--- config.mk ---
export PLATFORM = sky130hd
export DESIGN_NAME = rnrs_ctrl
export DESIGN_NICKNAME = d
export VERILOG_FILES = /design/src/design/rnrs_pkg.sv /design/src/design/rnrs_ctrl.sv
export SDC_FILE = /design/constraint.sdc
export NUM_CORES = 1
export LEC_CHECK = 0
export ABC_AREA = 1
export CORE_AREA = 10 10 47 49
export DETAILED_ROUTE_END_ITERATION = 10
export DIE_AREA = 0 0 57 59
export DONT_BUFFER_PORTS = 1
export SLEW_MARGIN = 20
export SYNTH_ARGS = -nofsm -noshare
export SYNTH_HDL_FRONTEND = slang
export SYNTH_SLANG_ARGS = --single-unit
--- constraint.sdc ---
create_clock -name clock -period 1.4 [get_ports clock]
set_input_delay 0.14 -clock clock [delete_from_list [all_inputs] [get_ports clock]]
set_output_delay 0.14 -clock clock [all_outputs]
set_load 0.02 [all_outputs]
--- src/design/rnrs_pkg.sv ---
// shared types, constants and helpers for the random no-repeat selector
`default_nettype none

package rnrs_pkg;

   // request and response field widths
   localparam int SLOT_WIDTH   = 6;
   localparam int COUNT_WIDTH  = 8;
   localparam int CHOICE_WIDTH = 8;
   localparam int DRAWS_WIDTH  = 9;

   // configuration port
   localparam int CSR_INDEX_WIDTH = 1;
   localparam int CSR_DATA_WIDTH  = 32;
   localparam int HIST_REG_WIDTH  = 5;

   localparam logic [CSR_INDEX_WIDTH-1:0] CSR_HISTORY_LENGTH = 1'b0;
   localparam logic [CSR_INDEX_WIDTH-1:0] CSR_SEED           = 1'b1;

   localparam logic [HIST_REG_WIDTH-1:0] RESET_HISTORY_LENGTH = 5'd1;
   localparam logic [HIST_REG_WIDTH-1:0] HISTORY_CAP          = 5'd16;

   // generator
   localparam int GEN_WIDTH = 32;
   localparam logic [GEN_WIDTH-1:0] SEED_ZERO_SUBST = 32'h9e37_79b9;
   localparam logic [GEN_WIDTH-1:0] RESET_SEED      = 32'h9e37_79b9;
   localparam int XS_SHIFT_A = 13;
   localparam int XS_SHIFT_B = 17;
   localparam int XS_SHIFT_C = 5;

   // modulo unit: radix-16 restoring division
   localparam int DIV_BITS_PER_CYCLE = 4;
   localparam int DIV_CYCLES         = GEN_WIDTH / DIV_BITS_PER_CYCLE;
   localparam int DIV_CNT_WIDTH      = $clog2(DIV_CYCLES);

   // defaults for the top level parameters
   localparam int DEFAULT_NUM_SLOTS   = 64;
   localparam int DEFAULT_MAX_HISTORY = 16;

   typedef enum logic [3:0] {
      ST_CLEAR,
      ST_IDLE,
      ST_DRAW,
      ST_DIVIDE,
      ST_CHECK,
      ST_SCAN,
      ST_UPDATE,
      ST_WRAP,
      ST_FINISH
   } state_type;

   typedef struct packed {
      logic clear_step;
      logic take_req;
      logic draw;
      logic div_step;
      logic check;
      logic scan_step;
      logic scan_take;
      logic wrap_start;
      logic finish;
      logic use_scan;
   } cmd_type;

   typedef struct packed {
      logic clear_last;
      logic div_last;
      logic probe_recent;
      logic redraw_ok;
      logic scan_end;
      logic limit_zero;
      logic rsp_free;
   } status_type;

   function automatic logic [GEN_WIDTH-1:0] xorshift32(input logic [GEN_WIDTH-1:0] s);
      logic [GEN_WIDTH-1:0] t;
      t = s ^ (s << XS_SHIFT_A);
      t = t ^ (t >> XS_SHIFT_B);
      t = t ^ (t << XS_SHIFT_C);
      return t;
   endfunction

endpackage

`default_nettype wire

--- src/design/rnrs_ctrl.sv ---
// controller state machine: sequences clear, draws, history checks and update
`default_nettype none

module rnrs_ctrl import rnrs_pkg::*; (
   input  wire logic       clock,
   input  wire logic       reset,
   input  wire logic       req_valid,
   output logic            req_ready,
   input  wire status_type status,
   output cmd_type         cmd
);

   state_type state_ff, state_in;

   always_ff @(posedge clock) begin
      if (reset) begin
         state_ff <= ST_CLEAR;
      end else begin
         state_ff <= state_in;
      end
   end

   always_comb begin
      state_in  = state_ff;
      cmd       = '0;
      req_ready = 1'b0;
      case (state_ff)
         ST_CLEAR: begin
            cmd.clear_step = 1'b1;
            if (status.clear_last) begin
               state_in = ST_IDLE;
            end
         end
         ST_IDLE: begin
            req_ready = 1'b1;
            if (req_valid) begin
               cmd.take_req = 1'b1;
               state_in     = ST_DRAW;
            end
         end
         ST_DRAW: begin
            cmd.draw = 1'b1;
            state_in = ST_DIVIDE;
         end
         ST_DIVIDE: begin
            cmd.div_step = 1'b1;
            if (status.div_last) begin
               state_in = ST_CHECK;
            end
         end
         ST_CHECK: begin
            cmd.check = 1'b1;
            if (status.probe_recent && status.redraw_ok) begin
               state_in = ST_DRAW;
            end else if (status.probe_recent) begin
               state_in = ST_SCAN;
            end else begin
               state_in = ST_UPDATE;
            end
         end
         ST_SCAN: begin
            cmd.use_scan = 1'b1;
            if (status.scan_end) begin
               state_in = ST_UPDATE;
            end else if (!status.probe_recent) begin
               cmd.scan_take = 1'b1;
               state_in      = ST_UPDATE;
            end else begin
               cmd.scan_step = 1'b1;
            end
         end
         ST_UPDATE: begin
            if (status.limit_zero) begin
               state_in = ST_FINISH;
            end else begin
               cmd.wrap_start = 1'b1;
               state_in       = ST_WRAP;
            end
         end
         ST_WRAP: begin
            cmd.div_step = 1'b1;
            if (status.div_last) begin
               state_in = ST_FINISH;
            end
         end
         ST_FINISH: begin
            if (status.rsp_free) begin
               cmd.finish = 1'b1;
               state_in   = ST_IDLE;
            end
         end
         default: begin
            state_in = ST_IDLE;
         end
      endcase
   end

endmodule

`default_nettype wire

* Yosys cells after proc, flatten, opt, wreduce, memory -nomap -nowiden
Index checks and enable logic that the tools add are counted.
Word-level totals: register bits 4, latch bits 0, RAM bits 0, ROM bits 0, input port bits 10, output and inout bits 11, word-level logic and storage cells 46, memories 0
Cells by class: $add $sub $neg 0, multipliers 0, div/mod/pow operators 0, magnitude comparators 0, eq/ne operators 14, shift operators 0, muxes and demuxes 27, bitwise operators 0, reductions and logical operators 4
Operators by type and width (count):
- 2-to-1 mux 4 bit | 9
- case mux 4 bit (9 select lines) | 1
- equality test 4 x 3 -> 1 bit (second input constant) | 4
- 2-to-1 mux 1 bit | 14
- inequality test 2 bit (second input constant) | 5
- equality test 4 x 2 -> 1 bit (second input constant) | 2
- 2-to-1 mux 2 bit | 3
- AND reduction 6 bit | 1
- equality test 4 x 1 -> 1 bit (second input constant) | 1
- equality test 4 bit (second input constant) | 1
- zero test 4 bit | 1
- inequality test 3 bit (second input constant) | 1
- OR reduction 2 bit | 1
- logical AND 1 bit | 1

* Logic depth before layout (Yosys ltp)
depth in word-level cells 3, gate-level depth with buffers 10

* Worst setup path before layout
OpenSTA, ideal clock, no wires.
kind register to output, from register state_ff[1], to output cmd[1] (netlist bit), arrival 1292 ps, data required time 1260 ps, slack -32 ps, cell stages (with the launch flop) 5, buffers on the path 1, path through dfxtp_1 > buf_6 > nor2_2 > inv_1 > nor4_1
RTL lines:
- start, declared | RTL line rnrs_ctrl.sv:13 | state_type state_ff, state_in;
- start signal, assigned | RTL line rnrs_ctrl.sv:19 | state_ff <= state_in;
- end, declared | RTL line rnrs_ctrl.sv:10 | output cmd_type cmd

==> key figures <==
Finish
  • Multi-input gate area: 295 um^2
  • Register bank with the most flops: state_ff
  • Layout area overhead: 32.4%
  • Utilization after layout: 40.1%
  • Ratio of cells with drive above 1 in the final layout: 33.3%
  • Fillers: 167
  • Nets: 102
  • Design area: 562 um^2
  • Top flop regs: state_ff (4)
  • Reg area: 92.6 um^2
  • Max reg flops: 4
  • Diodes inserted: 0

Logic synthesis
  • Avg Cell Area, Syn: ~5.3 um^2
  • Yosys top cell area share: a little under a fifth
  • Post-synth top area cell: dfxtp_1
  • Synth top area cells: dfxtp_1 (19%), nand2_1 (14%), nor2_1 (14%)
  • Synth top cells by count: nand2_1 (16), nor2_1 (16), inv_1 (14)
  • Syn nets: 90
  • Syn Std Cell Area: 424 um^2
  • Most used DFF post-synth: dfxtp_1
  • Yosys warnings: 0
  • Synthesized flop and latch total: 4
  • Post-synthesis sequential area ratio: 18.9%
  • EDFF count, synth: 0
  • Asr flop ratio synth: 0%
  • Syn Inst Count: 80
  • Post-synthesis cell type count: 16

Clock network
  • Clock Tree Buf Depth: 2
  • Num CTS Buffers: 3
  • Worst-path clk slew: 40 ps
  • CTS tree: yes
  • H-tree levels: 1
  • Clk root buf: clkbuf_4
  • Worst-skew pair later-pin latency: 230 ps
  • Number of clock sinks: 4

STA
  • Crit share post-route: 93.8%
  • Final Hold Viols: 0
  • Final min period: 1310 ps
  • Slew HR: 81.7%
  • Upper clock frequency limit: roughly 760 MHz
  • Final hold slack: 92.5 ps
  • Max Slew Vio Count: 0
  • Setup TNS: 0 ps
  • Clock skew after layout: 0.157 ps
  • Worst-margin pin slew: about 270 ps
  • Final Setup Violations: 0
  • RSZ-0062 raised after global routing: no

Placement
  • DP Area: 484 um^2
  • RePlAce Congestion: 0.761
  • Hpwl dp: 1000 um
  • Port-buffer cells: 0

Drt
  • Routed len/inst: 11.9 um
  • DR vias/cell: 4.79
  • Drt first-iter violations: 11
  • Antenna Nets Post-Route: 0
  • WL final: roughly 1300 um
  • Number of remaining DRC errors: 0
  • DRT Pass-1 Iters: 4
  • Vias: 508

Power
  • Switch Pwr: 767 uW
  • Clk network pwr share: under 10%
  • Sw Share: a little over half
  • Sequential share of power: 22.4%
  • Leakage: 0.000329 uW
  • Int Pwr: 642 uW
  • Max VDD drop: 1090 uV
  • Pwr dens: 2510 nW/um^2
  • Comb pwr share: 67.7%

Die
  • Cell Rows: 14
  • Chip width: between 50 and 60 um
  • Die area: approximately 3400 um^2
  • CORE AREA: 1400 um^2
  • Starting Density: 30.3%
  • Die Span Y: 59 um
  • Top Ports: 21

Global routing
  • GRT Util Overall: 7.08%
  • Initial antenna violation count: 0
  • Number of global-route vias before repair: 455
  • Largest net degree at the start of global routing: 9
  • First-pass GRT wire length: 1950 um
  • Total grt overflow: 0

Status
  • Outcome: finished clean

Hold path
  • Worst hold path class: in -> reg
  • Worst hold start: reset

Setup path
  • Arr. time, crit path: roughly 1200 ps
  • CP Cell Sequence: inv_2 -> nand2_2 -> buf_4 -> nor3_2 -> buf_4
  • Crit-path max FO: 8
  • CP peak stage delay: 370 ps
  • Slowest-stage cell, CP: dfxtp_4
  • Top cell by count, worst path: buf_4
  • Setup crit end kind: primary output
  • Worst Setup SP: state_ff[1]
  • CP startpoint kind: register
  • RR Startpoint: state_ff[1]
  • CP required: 1260 ps
  • Crit Path Class: reg -> out

Run
  • Max_cap viols: 0
final cells by class:
cell class              instances  area share, %
clock buffers                   3           4.01
flip-flops and latches          4           16.5
well taps                      16           3.56
multi-input cells              57           52.6
inverters                      17           11.4
repair buffers                  9           12.0
critical path, delay by kind of cell, from the launching register on:
family	cells	cell delay [ps]
buffers and inverters	3	370
and+or+nand+nor	2	200
DFF	1	370
power by group through the flow:
stage / registers, uW / logic, uW / clock network (uW)
after floorplan: 214 / 716 / 0
after global placement: 275 / 830 / 0
after detailed placement: 277 / 834 / 0
after CTS: 294 / 854 / 148
after global routing: 332 / 1080 / 152
final: 316 / 953 / 140
per-stage QoR:
step	cells	total power [uW]	setup WS, ps
after floorplan	80	930	130
after global placement	101	1100	22.6
after detailed placement	101	1110	8.32
after CTS	104	1300	34.0
after global routing	106	1560	2.45
final	106	1410	86.8
worst paths after layout:
path,cells after the start,end,slack (ps)
worst min-delay path,3,state_ff[3],90
worst max-delay path,5,cmd[8],90
worst min register to register,2,state_ff[2],540
worst max register to register,8,state_ff[2],140
kinds of logic after synthesis:
group | Yosys count | synth area share (%)
compound gates | 5 | 5.90
flops | 4 | 18.9
simple gates | 52 | 55.8
buf+inv | 19 | 19.5
cells in the final DEF (no fill, tap or decap):
master,instances
nor2_2,2
dfxtp_2,1
nand2_2,2
dfxtp_4,3
buf_4,9
nor4_2,1
clkbuf_4,3
nand2_1,16
inv_1,14
a21oi_1,3
nand3_1,9
nor3_2,2
inv_2,3
nor2_1,15
nor2_4,4
o21ai_0,2
nand4_1,1
routing by layer:
metal,part of all wire [%],track usage [%],vias to the layer above
met1,38,8.06,226
met5,0,0,-
met4,1.2,3.02,0
met2,53,11.8,15
met3,7.1,2.36,2
li1,-,-,265
timing repair:
action | CTS | global route
hold buffers | 0 | 0
setup buffers | 0 | 2
resized for setup | 6 | 7
hold endpoints to repair | 0 | 0
endpoints found under the setup margin | 4 | 5
pin swaps | 0 | 1
Power figures use the tool's default switching activity.
